`src/rtl/core/wsaf_div.sv`:
```
// Restoring signed-by-unsigned divider, one quotient bit per cycle,
// truncating toward zero. No dependencies.
module wsaf_div #(
  parameter int unsigned NUM_W = 49,
  parameter int unsigned DEN_W = 11
) (
  input  logic                    clk_i,
  input  logic                    rst_ni,
  input  logic                    start_i,
  input  logic signed [NUM_W-1:0] num_i,
  input  logic [DEN_W-1:0]        den_i,
  output logic                    done_o,
  output logic signed [NUM_W-1:0] quo_o
);

  localparam int unsigned SW = $clog2(NUM_W + 1);

  logic             busy_q, busy_d;
  logic [SW-1:0]    step_q, step_d;
  logic [DEN_W-1:0] rem_q, rem_d, den_q, den_d;
  logic [NUM_W-1:0] quo_q, quo_d;
  logic             neg_q, neg_d;
  logic             done_q, done_d;
  logic [DEN_W:0]   trial;
  logic             ge;

  // One trial subtraction per cycle
  assign trial = {rem_q, quo_q[NUM_W-1]};
  assign ge    = (trial >= {1'b0, den_q});

  always_comb begin
    busy_d = busy_q;
    step_d = step_q;
    rem_d  = rem_q;
    den_d  = den_q;
    quo_d  = quo_q;
    neg_d  = neg_q;
    done_d = 1'b0;
    if (start_i) begin
      busy_d = 1'b1;
      step_d = '0;
      rem_d  = '0;
      den_d  = den_i;
      neg_d  = num_i[NUM_W-1];
      quo_d  = num_i[NUM_W-1] ? NUM_W'(-num_i) : NUM_W'(num_i);
    end else if (busy_q) begin
      rem_d = ge ? DEN_W'(trial - {1'b0, den_q}) : DEN_W'(trial);
      quo_d = {quo_q[NUM_W-2:0], ge};
      step_d = step_q + SW'(1);
      if (step_q == SW'(NUM_W - 1)) begin
        busy_d = 1'b0;
        done_d = 1'b1;
      end
    end
  end

  always_ff @(posedge clk_i or negedge rst_ni) begin
    if (!rst_ni) begin
      busy_q <= 1'b0;
      done_q <= 1'b0;
      step_q <= '0;
    end else begin
      busy_q <= busy_d;
      done_q <= done_d;
      step_q <= step_d;
    end
  end

  always_ff @(posedge clk_i) begin
    rem_q <= rem_d;
    den_q <= den_d;
    quo_q <= quo_d;
    neg_q <= neg_d;
  end

  assign done_o = done_q;
  assign quo_o  = neg_q ? -$signed(quo_q) : $signed(quo_q);

endmodule

```
`config.mk`:
```
export PLATFORM = sky130hd
export DESIGN_NAME = wsaf_div
export DESIGN_NICKNAME = d
export VERILOG_FILES = /design/src/rtl/core/wsaf_div.sv
export SDC_FILE = /design/constraint.sdc
export NUM_CORES = 1
export LEC_CHECK = 0
export BUFFER_PORTS_ARGS = -buffer_cell sky130_fd_sc_hd__buf_4
export CELL_PAD_IN_SITES_DETAIL_PLACEMENT = 1
export CELL_PAD_IN_SITES_GLOBAL_PLACEMENT = 1
export CORE_MARGIN = 5
export CORE_UTILIZATION = 46
export CTS_CLUSTER_DIAMETER = 80
export CTS_CLUSTER_SIZE = 30
export DETAILED_ROUTE_END_ITERATION = 8
export PLACE_DENSITY = 0.95
export SLEW_MARGIN = 20
export SYNTH_ARGS = -nofsm -noshare
export SYNTH_HDL_FRONTEND = slang
export SYNTH_SLANG_ARGS = --single-unit
```
`constraint.sdc`:
```
create_clock -name clk_i -period 7.45 [get_ports clk_i]
set_input_delay 1.49 -clock clk_i [delete_from_list [all_inputs] [get_ports clk_i]]
set_output_delay 1.49 -clock clk_i [all_outputs]
set_load 0.01 [all_outputs]
```
==> impl_metrics.yaml, run 1 <==
final_layout:
  insertedDiodeCount: 0
  fin_cells: 922
  areaGrowthSynthToFinish_pct: 22.5
  final_cell_area_sq_um: 7080
  finish.net_count: 824
  post_route_cells_drive_above_1_share_pct: 19.5
worst_hold_path:
  worstHoldPathType: "reg -> reg"
yosys:
  multiplexer_fraction_of_the_synthesized_cell_area_pct: 0.541
  syn_avg_cell_area_sq_um: 8.90
  synth_xor_xnor_area_share_pct: 15.2
  synthesis.instances: 649
  register_bit_total_from_synthesis: 80
  synth_adder_area_share_pct: 3.60
  synth_compound_area_share_pct: 17.6
  number_of_warning_messages_in_the_yosys_log: 0
  async_reset_ff_share_pct: 10.0
  synth-main-ff-cell: "sky130_fd_sc_hd__edfxtp_1"
  nets_in_the_synthesized_netlist: 728
  ys_seq_area_share_pct: 39.0
  post_synth_num_cell_types: 55
  synth-edff-count: 61
  synth-simple-area-share_pct: 20.7
  synth.cell_area_sq_um: 5780
  dominant_combinational_cell_family_by_area_after_synthesis: "simple AND/OR/NAND/NOR gates"
die:
  rows: 41
  design.die.area_sq_um: 14900
  die_h_um: 122
  initial_core_util_pct: 46.3
  die_width_um: 122
  design.core.area_sq_um: 12500
  io_pins: 113
timing:
  hold_viol: 0
  maxSlewViolCount: 0
  grt_setup_unrepaired: "no"
  tightestPinTransition_ns: 1.08
  timing.setup.tns_ns: 0
  fmax_ghz: 0.208
  final-setup-viol-count: 0
  final.period_utilization_pct: 64.5
  holdWs_ns: 0.498
  clock_skew_ns: 0.00945
  finalCriticalPeriod_ns: 4.81
  max_slew_margin_pct: 28.2
clock_tree:
  tritoncts: "done"
  cts_inserted_buffers: 9
  clk_latency_ns: 0.34
  post_cts.resized_instances: 0
  clock_tree.root_cell: "sky130_fd_sc_hd__clkbuf_16"
  postCtsSetupBuffers: 0
  max-clock-path-buffers: 2
  cts_sinks: 80
  cts.hold.buffers_added: 0
  htree_levels: 3
  clk_transition_reported_paths_ns: 0.07
grt:
  grt_max_degree: 110
  grt_pass1_wl_um: 29800
  grt_usage_pct: 25.0
  grt_antenna_before_repair: 0
  first_global_vias: 5789
  global_route.overflow_total: 0
pwr:
  p_per_area_nw_per_um2: 250
  design_power_total_mw: 1.77
  power_leakage_nw: 2.72
  power.ir.vdd_worst_v: 0.000110
status:
  run_status: "completed"
detailed_routing:
  drt-total-wl_um: 18900
  detail_route.drc_violations: 0
  total_vias_in_the_final_route: 5541
  drt-vias-per-instance: 6.01
  antenna_violating_nets_post_route: 0
  detailedRoute.firstIterationViolations: 327
  post_drt_wl_per_cell_um: 20.5
  number_of_search_and_repair_iterations_in_the_first_detailed_routing_pass: 4
worst_setup_path:
  timing.critical_path.from_type: "flop"
  timing.critical_path.required_ns: 5.96
  endpoint_kind: "output pin"
  critical_path.slowest_cell: "sky130_fd_sc_hd__or4_1"
  critical_path.cell_chain: "or4_1 -> nor4b_2 -> nor3b_4 -> nand3_2 -> o41ai_1 -> xnor2_1 -> buf_4"
  critical_path_class: "reg -> out"
  cp.arrival_ns: 3.32
  crit_path_max_fanout: 7
  worst_path_largest_cell_delay_ns: 0.65
placed_design:
  port_buffers: 112
  placed_area_sq_um: 6740
  gpl.final_weighted_congestion: 0.837
  placedCellCount: 906
  dpl.hpwl_um: 13200
run:
  drv_cap: 0
==> kinds of logic (layout without fill, tap and decap cells) <==
family | Yosys count | in the layout
AND/OR/NAND/NOR | 239 | 239
AO/OA/AOI/OAI | 159 | 159
XOR/XNOR | 100 | 100
flip-flops | 80 | 80
buffers and inverters | 52 | 153
adder cells (fa/ha/maj) | 16 | 16
multiplexers | 3 | 3
==> cell type report <==
| cell class | count | area (sq um) |
|---|---|---|
| Clock inverter | 6 | 88.8 |
| Clock buffer | 10 | 250 |
| Fill cell | 1449 | 5390 |
| Tap cell | 172 | 215 |
| Multi-Input combinational cell | 517 | 3330 |
| Timing Repair Buffer | 114 | 856 |
| Inverter | 23 | 87.6 |
| Sequential cell | 80 | 2250 |
==> where the power goes <==
part           total, mW  internal, mW  switching (mW)
clock              0.503         0.315           0.188
sequential         0.637         0.558          0.0796
combinational      0.632         0.280           0.352
total               1.77          1.15           0.620
==> metrics by stage <==
step / setup WS (ns) / utilization, %
after floorplan: 3.55 / -
after global routing: 2.37 / 56.8
after detailed placement: 3.13 / 54.0
final: 2.64 / 56.8
after CTS: 2.65 / 56.8
after global placement: 3.20 / 54.0
==> routing by layer <==
layer / track usage [%] / part of all wire, % / vias up
li1: - / - / 2541
met1: 30.9 / 40 / 2748
met2: 43.8 / 51 / 203
met3: 3.53 / 5.5 / 49
met4: 10.6 / 3.2 / 0
met5: 0 / 0 / -
==> layout by cell type, fill, tap and decap left out, types with 8 or more instances in the layout <==
master / instances
sky130_fd_sc_hd__o41ai_1: 9
sky130_fd_sc_hd__dfxtp_1: 11
sky130_fd_sc_hd__or3_1: 12
sky130_fd_sc_hd__xnor2_1: 52
sky130_fd_sc_hd__dfrtp_1: 8
sky130_fd_sc_hd__buf_4: 114
sky130_fd_sc_hd__nand4_1: 8
sky130_fd_sc_hd__o21ai_0: 34
sky130_fd_sc_hd__a311oi_1: 8
sky130_fd_sc_hd__nand3_1: 17
sky130_fd_sc_hd__nor3_1: 13
sky130_fd_sc_hd__xor2_1: 48
sky130_fd_sc_hd__inv_1: 22
sky130_fd_sc_hd__o31ai_1: 36
sky130_fd_sc_hd__edfxtp_1: 61
sky130_fd_sc_hd__ha_1: 15
sky130_fd_sc_hd__a21oi_1: 55
sky130_fd_sc_hd__nor2_1: 84
sky130_fd_sc_hd__nand2_1: 56
sky130_fd_sc_hd__clkbuf_16: 10
sky130_fd_sc_hd__nand2b_1: 12
==> path summary, 6_finish.rpt <==
| kind | from | endpoint | slack, ns | cells past startpoint |
|---|---|---|---|---|
| worst min-delay path | rem_q[10]$_SDFFE_PP0P_ | rem_q[10]$_SDFFE_PP0P_ | 0.50 | 2 |
| worst max-delay path | quo_q[16]$_DFFE_PP_ | quo_o[38] | 2.64 | 7 |
| min in group asynchronous | rst_ni | step_q[1]$_DFFE_PN0P_ | 0.96 | 1 |
| worst min register to register | rem_q[10]$_SDFFE_PP0P_ | rem_q[10]$_SDFFE_PP0P_ | 0.50 | 2 |
| worst max register to register | rem_q[5]$_SDFFE_PP0P_ | rem_q[6]$_SDFFE_PP0P_ | 4.40 | 7 |
| max in group asynchronous | rst_ni | step_q[4]$_DFFE_PN0P_ | 6.37 | 1 |
==> worst max-delay path: cells and delay by family (launching register included) <==
kind            cells  cell delay (ns)
compound gates      1             0.37
xor+xnor            1             0.19
buf+inv             1             0.16
flops               1             0.46
simple gates        4             1.79
==> state kept, by name, summed over array words and instances (netlist names) <==
name,count
quo_q,49
step_q,6
den_q,11
done_o,1
rem_q,11
busy_q,1
neg_q,1
==> synth_stat cells (all sizes together) (3+ instances only) <==
master / count / area [sq um]
o211ai: 4 / 30.0
a21oi: 55 / 275
and2: 3 / 18.8
nand4: 8 / 50.1
dfxtp: 11 / 220
buf: 4 / 18.8
clkbuf: 25 / 93.8
edfxtp: 61 / 1830
dfrtp: 8 / 200
xnor2: 52 / 455
nor4b: 4 / 41.3
xor2: 48 / 420
ha: 15 / 188
o31ai: 37 / 283
o41ai: 10 / 95.1
o21ai: 34 / 170
nor2b: 3 / 18.8
nand2b: 12 / 75.1
a311oi: 8 / 70.1
nand3: 19 / 105
nor3b: 3 / 33.8
inv: 23 / 86.3
nor4: 7 / 65.1
nand2: 56 / 210
nor2: 84 / 315
or4: 9 / 75.1
or3: 12 / 75.1
nor3: 13 / 65.1
(Power assumes the default switching activity.)
==> run 2, diff against run 1 <==
--- a/config.mk
+++ b/config.mk
@@ -5,15 +5,16 @@
 export SDC_FILE = /design/constraint.sdc
 export NUM_CORES = 1
 export LEC_CHECK = 0
+export ABC_AREA = 1
 export BUFFER_PORTS_ARGS = -buffer_cell sky130_fd_sc_hd__buf_4
 export CELL_PAD_IN_SITES_DETAIL_PLACEMENT = 1
 export CELL_PAD_IN_SITES_GLOBAL_PLACEMENT = 1
 export CORE_MARGIN = 5
-export CORE_UTILIZATION = 46
+export CORE_UTILIZATION = 37
 export CTS_CLUSTER_DIAMETER = 80
 export CTS_CLUSTER_SIZE = 30
 export DETAILED_ROUTE_END_ITERATION = 8
-export PLACE_DENSITY = 0.95
+export PLACE_DENSITY = 0.9
 export SLEW_MARGIN = 20
 export SYNTH_ARGS = -nofsm -noshare
 export SYNTH_HDL_FRONTEND = slang
==> constraint.sdc (replaced) <==
create_clock -name clk_i -period 4.4 [get_ports clk_i]
set_input_delay 0.88 -clock clk_i [delete_from_list [all_inputs] [get_ports clk_i]]
set_output_delay 0.88 -clock clk_i [all_outputs]
set_load 0.01 [all_outputs]
==> run 2 against run 1 <==
  * Flip-flop and latch count is the same
  * Final area up 21%
  * Count of clock-buffer cells in the layout increased by 2
  * Combinational power up 87%
  * Synthesized cell count is 70% higher
  * Sequential share of layout area fell by 5.6 points
  * Clock power increased by 51%
  * Clock skew decreased by 0.0024 ns
  * Total power up 69%
==> impl_metrics.yaml, run 2 <==
final_layout:
  largest_registers: "quo_q x49, den_q x11, rem_q x11"
  finish.net_count: 1281
  mostFrequentLayoutCell: "sky130_fd_sc_hd__nand2_1"
  layout_common_cells: "324 x sky130_fd_sc_hd__nand2_1, 143 x sky130_fd_sc_hd__inv_1, 138 x sky130_fd_sc_hd__nor2_1, 117 x sky130_fd_sc_hd__buf_4, 112 x sky130_fd_sc_hd__nand3_1"
  areaGrowthSynthToFinish_pct: 19.1
  insertedDiodeCount: 0
  fin_cells: 1472
  post_route_cells_drive_above_1_share_pct: 15.1
  register_with_the_highest_flop_count: "quo_q"
  largest_register_ffs: 49
worst_setup_path:
  critical_path.cell_chain: "inv_1 -> ha_1 -> inv_1 -> nor3_4 -> nand3_1 -> xor2_1 -> nand2_1 -> o21ai_0 -> buf_4"
  endpoint_kind: "output pin"
  timing.critical_path.required_ns: 3.52
  critPathTopFamily: "simple AND/OR/NAND/NOR gates"
  crit_path_max_fanout: 5
  timing.critical_path.from_type: "flop"
  worst_path_most_repeated_cell: "sky130_fd_sc_hd__inv_1"
  worst_path_largest_cell_delay_ns: 0.39
  cp.arrival_ns: 2.42
  critical_path.slowest_cell: "sky130_fd_sc_hd__edfxtp_1"
  critical_path_class: "reg -> out"
  crit_buf_inv: 3
timing:
  timing.setup.tns_ns: 0
  maxSlewViolCount: 0
  fmax_ghz: 0.303
  grt_setup_unrepaired: "no"
  tightestPinTransition_ns: 0.863
  finalCriticalPeriod_ns: 3.30
  final-setup-viol-count: 0
  clock_skew_ns: 0.00704
  hold_viol: 0
  final.period_utilization_pct: 75.0
  max_slew_margin_pct: 42.3
detailed_routing:
  total_vias_in_the_final_route: 7859
  detailedRoute.firstIterationViolations: 528
  detail_route.drc_violations: 0
  number_of_search_and_repair_iterations_in_the_first_detailed_routing_pass: 5
  drt-total-wl_um: 26400
  drt-vias-per-instance: 5.34
  post_drt_wl_per_cell_um: 17.9
  antenna_violating_nets_post_route: 0
pwr:
  p_per_area_nw_per_um2: 349
  power_leakage_nw: 4.09
  power.ir.vdd_worst_v: 0.000196
clock_tree:
  max-clock-path-buffers: 2
  cts.hold.buffers_added: 0
  clk_transition_reported_paths_ns: 0.07
  cts_sinks: 80
  tritoncts: "done"
  clock_tree.root_cell: "sky130_fd_sc_hd__clkbuf_16"
  post_cts.resized_instances: 0
  cts_inserted_buffers: 9
  clk_latency_ns: 0.35
  htree_levels: 3
  postCtsSetupBuffers: 0
yosys:
  ys_seq_area_share_pct: 31.3
  synth_largest_type_area_fraction_pct: 25.4
  synth.cell_area_sq_um: 7210
  synthesis.instances: 1102
  yosys.area.top_type: "sky130_fd_sc_hd__edfxtp_1"
  number_of_warning_messages_in_the_yosys_log: 0
  syn_avg_cell_area_sq_um: 6.54
  async_reset_ff_share_pct: 10.0
  netlist_top_cells_count: "324 x sky130_fd_sc_hd__nand2_1, 144 x sky130_fd_sc_hd__inv_1, 138 x sky130_fd_sc_hd__nor2_1, 112 x sky130_fd_sc_hd__nand3_1, 61 x sky130_fd_sc_hd__edfxtp_1"
  synth.top_cells.by_area: "sky130_fd_sc_hd__edfxtp_1 25%, sky130_fd_sc_hd__nand2_1 17%, sky130_fd_sc_hd__nand3_1 7.8%, sky130_fd_sc_hd__inv_1 7.5%, sky130_fd_sc_hd__nor2_1 7.2%"
  register_bit_total_from_synthesis: 80
  synth-edff-count: 61
  synth-main-ff-cell: "sky130_fd_sc_hd__edfxtp_1"
  nets_in_the_synthesized_netlist: 1181
  post-synth-top-count-cell: "sky130_fd_sc_hd__nand2_1"
  post_synth_num_cell_types: 43
placed_design:
  port_buffers: 112
  dpl.hpwl_um: 20900
  gpl.final_weighted_congestion: 0.910
  placedCellCount: 1456
die:
  initial_core_util_pct: 37.3
  design.core.area_sq_um: 19300
  die_h_um: 150
  design.die.area_sq_um: 22400
  rows: 51
  io_pins: 113
  die_width_um: 150
grt:
  grt_max_degree: 55
  grt_usage_pct: 23.5
  first_global_vias: 7979
  global_route.overflow_total: 0
  grt_antenna_before_repair: 0
  grt_pass1_wl_um: 41900
worst_hold_path:
  worstHoldPathType: "in -> async"
status:
  run_status: "completed"
run:
  drv_cap: 0
## run 2: final cells by class
| type | instances | area [sq um] |
|---|---|---|
| inverter | 148 | 556 |
| clock inverter | 4 | 26.3 |
| multi-input combinational | 846 | 4270 |
| timing repair buffer | 117 | 878 |
| sequential | 80 | 2250 |
| tap | 265 | 332 |
| clock buffer | 12 | 268 |
| fill | 2566 | 10800 |
## run 2: final timing paths
check	to	start	slack (ns)	depth (start not counted)
setup / recovery	quo_o[26]	quo_q[0]$_DFFE_PP_	1.10	9
hold / removal	busy_q$_DFF_PN0_	rst_ni	0.34	1
setup reg to reg	quo_q[0]$_DFFE_PP_	quo_q[48]$_DFFE_PP_	1.81	8
hold reg to reg	rem_q[8]$_SDFFE_PP0P_	rem_q[8]$_SDFFE_PP0P_	0.48	2
max in group asynchronous	step_q[1]$_DFFE_PN0P_	rst_ni	3.93	1
min in group clk_i	rem_q[8]$_SDFFE_PP0P_	rem_q[8]$_SDFFE_PP0P_	0.48	2
## run 2: power by group
group          internal (mW)  switching [mW]  leakage (nW)
registers              0.933           0.118         0.847
clock network          0.433           0.328         0.144
logic                  0.440           0.742          3.10
## run 2: per-layer routing
layer  track usage (%)  part of all wire (%)  up-vias
met2              39.4                    47      251
met4              8.88                   3.3        0
met1              31.3                    44     3792
met3              2.79                   5.6       56
li1                  -                     -     3760
met5                 0                     0        -
## run 2: metrics by stage
| stage | worst slack, ns | hold WS (ns) | total power, mW | instance area (sq um) | util [%] |
|---|---|---|---|---|---|
| 2_1_floorplan | 1.78 | 0.449 | 1.78 | 7210 | - |
| 3_3_place_gp | 1.59 | 0.469 | 2.17 | 8290 | 42.9 |
| 3_5_place_dp | 1.47 | 0.470 | 2.22 | 8290 | 42.9 |
| 4_1_cts | 1.09 | 0.335 | 3.00 | 8580 | 44.4 |
| 5_1_grt | 0.945 | 0.334 | 3.17 | 8580 | 44.4 |
| 6_report | 1.10 | 0.335 | 2.99 | 8580 | 44.4 |
## run 2: worst reg2reg max path, delay by kind of cell (launching register included)
family | cells | cell delay (ns)
flip-flops | 1 | 0.43
adder cells (fa/ha/maj) | 2 | 0.70
buffers and inverters | 1 | 0.16
AND/OR/NAND/NOR | 3 | 0.74
AO/OA/AOI/OAI | 2 | 0.39
## run 2: cells by family after synthesis
logic type               Yosys count  share of synthesized area (%)
AO/OA/AOI/OAI                    104                           8.04
XOR/XNOR                          56                           6.81
adder cells (fa/ha/maj)           16                           2.88
buffers and inverters            176                           9.50
flip-flops                        80                           31.3
AND/OR/NAND/NOR                  670                           41.5
==> run 3, diff against run 2 <==
--- a/config.mk
+++ b/config.mk
@@ -5,16 +5,16 @@
 export SDC_FILE = /design/constraint.sdc
 export NUM_CORES = 1
 export LEC_CHECK = 0
-export ABC_AREA = 1
+export ABC_AREA = 0
 export BUFFER_PORTS_ARGS = -buffer_cell sky130_fd_sc_hd__buf_4
 export CELL_PAD_IN_SITES_DETAIL_PLACEMENT = 1
 export CELL_PAD_IN_SITES_GLOBAL_PLACEMENT = 1
 export CORE_MARGIN = 5
-export CORE_UTILIZATION = 37
+export CORE_UTILIZATION = 38
 export CTS_CLUSTER_DIAMETER = 80
 export CTS_CLUSTER_SIZE = 30
 export DETAILED_ROUTE_END_ITERATION = 8
-export PLACE_DENSITY = 0.9
+export PLACE_DENSITY = 0.89
 export SLEW_MARGIN = 20
 export SYNTH_ARGS = -nofsm -noshare
 export SYNTH_HDL_FRONTEND = slang
==> constraint.sdc (replaced) <==
create_clock -name clk_i -period 2.7 [get_ports clk_i]
set_input_delay 0.54 -clock clk_i [delete_from_list [all_inputs] [get_ports clk_i]]
set_output_delay 0.54 -clock clk_i [all_outputs]
set_load 0.01 [all_outputs]
==> run 3 against run 2 <==
  * The run now ends with setup timing left
  * Routed wire length fell by 10%
  * Non-clock buffer count is 128 higher
  * Via count decreased by 21%
  * Worst hold slack improved by 0.027 ns
  * Critical path type unchanged
==> impl_metrics.yaml, run 3 (synthesized netlist as in run 1, its figures left out) <==
final_layout:
  largest_registers: "quo_q x49, den_q x11, rem_q x11"
  register_with_the_highest_flop_count: "quo_q"
  post_route_cells_drive_above_1_share_pct: 38.1
  layout_common_cells: "233 x sky130_fd_sc_hd__buf_4, 81 x sky130_fd_sc_hd__nor2_1, 61 x sky130_fd_sc_hd__edfxtp_1, 55 x sky130_fd_sc_hd__a21oi_1, 48 x sky130_fd_sc_hd__xor2_1"
  mostFrequentLayoutCell: "sky130_fd_sc_hd__buf_4"
  final_cell_area_sq_um: 8650
  fin_cells: 1069
  largest_register_ffs: 49
  finish.net_count: 955
  areaGrowthSynthToFinish_pct: 49.8
  post_layout_util_pct: 57.6
  filler_cell_count: 1720
  insertedDiodeCount: 0
detailed_routing:
  total_vias_in_the_final_route: 6232
  drt-total-wl_um: 23700
  number_of_search_and_repair_iterations_in_the_first_detailed_routing_pass: 4
  post_drt_wl_per_cell_um: 22.2
  detail_route.drc_violations: 0
  detailedRoute.firstIterationViolations: 455
  drt-vias-per-instance: 5.83
  antenna_violating_nets_post_route: 0
timing:
  max_slew_margin_pct: 58.4
  fmax_ghz: 0.288
  timing.setup.tns_ns: -16.52
  final.period_utilization_pct: 129
  finalCriticalPeriod_ns: 3.48
  maxSlewViolCount: 0
  final-setup-viol-count: 36
  post_route_worst_setup_slack_ns: -0.778
  grt_setup_unrepaired: "yes"
  tightestPinTransition_ns: 0.624
  clock_skew_ns: 0.0108
  hold_viol: 0
placed_design:
  port_buffers: 112
  placed_area_sq_um: 7490
  dpl_worst_slack_ns: -0.369
  gpl.final_weighted_congestion: 0.900
  dpl.hpwl_um: 14700
  placedCellCount: 1015
worst_setup_path:
  timing.critical_path.from_type: "flop"
  timing.critical_path.required_ns: 2.16
  endpoint_kind: "output pin"
  cp.arrival_ns: 2.94
  critical_path.reg2reg.endpoint: "rem_q[3]$_SDFFE_PP0P_"
  crit_path_max_fanout: 7
  regToRegStartpoint: "quo_q[48]$_DFFE_PP_"
  critical_path_class: "reg -> out"
  timing.reg2reg.setup_slack_ns: 0.22
  timing.reg2reg.worst_path_depth: 10
die:
  rows: 45
  die_h_um: 133
  design.die.area_sq_um: 17800
  initial_core_util_pct: 38.4
  io_pins: 113
  design.core.area_sq_um: 15000
  die_width_um: 133
run:
  drv_cap: 0
worst_hold_path:
  holdCritStartpoint: "den_i[2]"
  min_delay_worst_endpoint: "den_q[2]$_DFFE_PP_"
  worstHoldPathType: "in -> reg"
  timing.hold.worst_path_depth: 1
pwr:
  power.ir.vdd_worst_v: 0.000351
  power_leakage_nw: 3.58
  intPower_mw: 3.37
  power.net_switching_mw: 1.91
  clockPowerShare_pct: 24.7
  p_per_area_nw_per_um2: 610
  pwr-share-seq_pct: 32.3
  power.share.combinational_pct: 43.0
  switching_share_pct: 36.1
grt:
  grt_usage_pct: 23.4
  global_route.overflow_total: 0
  grt_pass1_wl_um: 33500
  first_global_vias: 6376
  grt_max_degree: 131
  grt_antenna_before_repair: 0
clock_tree:
  cts_sinks: 80
  clk_transition_reported_paths_ns: 0.07
  max-clock-path-buffers: 2
  clock_tree.root_cell: "sky130_fd_sc_hd__clkbuf_16"
  tritoncts: "done"
  htree_levels: 3
  cts_inserted_buffers: 9
  clk_latency_ns: 0.35
status:
  run_status: "finished with violations"
  failed_checks: "setup timing"
-- run 3: cell types whose count changed in the layout (fill, tap and decap cells not counted), moves of 37 or more --
cell	previous run	this run
sky130_fd_sc_hd__inv_1	143	22
sky130_fd_sc_hd__nor2_1	138	81
sky130_fd_sc_hd__nand3_1	112	16
sky130_fd_sc_hd__nand2_1	324	44
sky130_fd_sc_hd__xnor2_1	7	46
sky130_fd_sc_hd__buf_4	117	233
sky130_fd_sc_hd__o21ai_0	58	21
-- run 3: final cells by class --
type,count,area [sq um],area share (%)
clock buffer,10,250,2.89
multi-input combinational,517,3860,44.6
inverter,23,86.3,0.998
tap,188,235,2.72
sequential,80,2250,26.0
timing repair buffer,245,1900,22.0
clock inverter,6,63.8,0.737
-- run 3: layer usage --
| metal | vias up | track usage (%) | wire length, um |
|---|---|---|---|
| li1 | 2808 | - | - |
| met5 | - | 0 | 0 |
| met2 | 239 | 41.5 | 12200 |
| met4 | 0 | 10.9 | 933 |
| met1 | 3111 | 28.3 | 9470 |
| met3 | 74 | 2.64 | 1100 |
-- run 3: critical path, stage by stage (launching register included) --
cell and delay (ns):
sky130_fd_sc_hd__edfxtp_1 0.41, sky130_fd_sc_hd__or4_4 0.57, sky130_fd_sc_hd__nor4b_4 0.24, sky130_fd_sc_hd__buf_4 0.18, sky130_fd_sc_hd__nor3b_4 0.19, sky130_fd_sc_hd__buf_6 0.16
sky130_fd_sc_hd__nand3_4 0.17, sky130_fd_sc_hd__o31ai_1 0.33, sky130_fd_sc_hd__xnor2_1 0.18, sky130_fd_sc_hd__buf_4 0.16
-- run 3: metrics by stage --
stage / hold WS, ns / power [mW]
2_1_floorplan: 0.244 / 2.79
3_3_place_gp: 0.364 / 3.62
3_5_place_dp: 0.365 / 3.73
4_1_cts: 0.360 / 5.10
5_1_grt: 0.356 / 5.53
6_report: 0.362 / 5.28
-- run 3: worst max path at each step --
stage	start	to	slack, ns	cells past startpoint
after floorplan	quo_q[37]$_DFFE_PP_	quo_o[48]	-0.23	6
after global placement	quo_q[24]$_DFFE_PP_	quo_o[38]	-0.30	7
after detailed placement	quo_q[37]$_DFFE_PP_	quo_o[48]	-0.37	7
after CTS	quo_q[37]$_DFFE_PP_	quo_o[48]	-0.74	7
after global routing	quo_q[16]$_DFFE_PP_	quo_o[45]	-0.86	9
final	quo_q[16]$_DFFE_PP_	quo_o[45]	-0.78	9
-- run 3: timing repair --
action | 4_1_cts | 5_1_grt
buffers inserted | 13 | 26
gates cloned | 0 | 0
endpoints found under the setup margin | 34 | 55
resized for setup | 72 | 46
hold buffers | 1 | 0
endpoints found under the hold margin | 8 | 0
pin swaps | 16 | 33
-- run 3: power by group through the flow --
stage / logic (mW) / clock network, mW / registers [mW]
2_1_floorplan: 1.09 / 0 / 1.70
3_3_place_gp: 1.92 / 0 / 1.69
3_5_place_dp: 2.01 / 0 / 1.71
4_1_cts: 2.11 / 1.30 / 1.69
5_1_grt: 2.44 / 1.37 / 1.72
6_report: 2.27 / 1.30 / 1.71
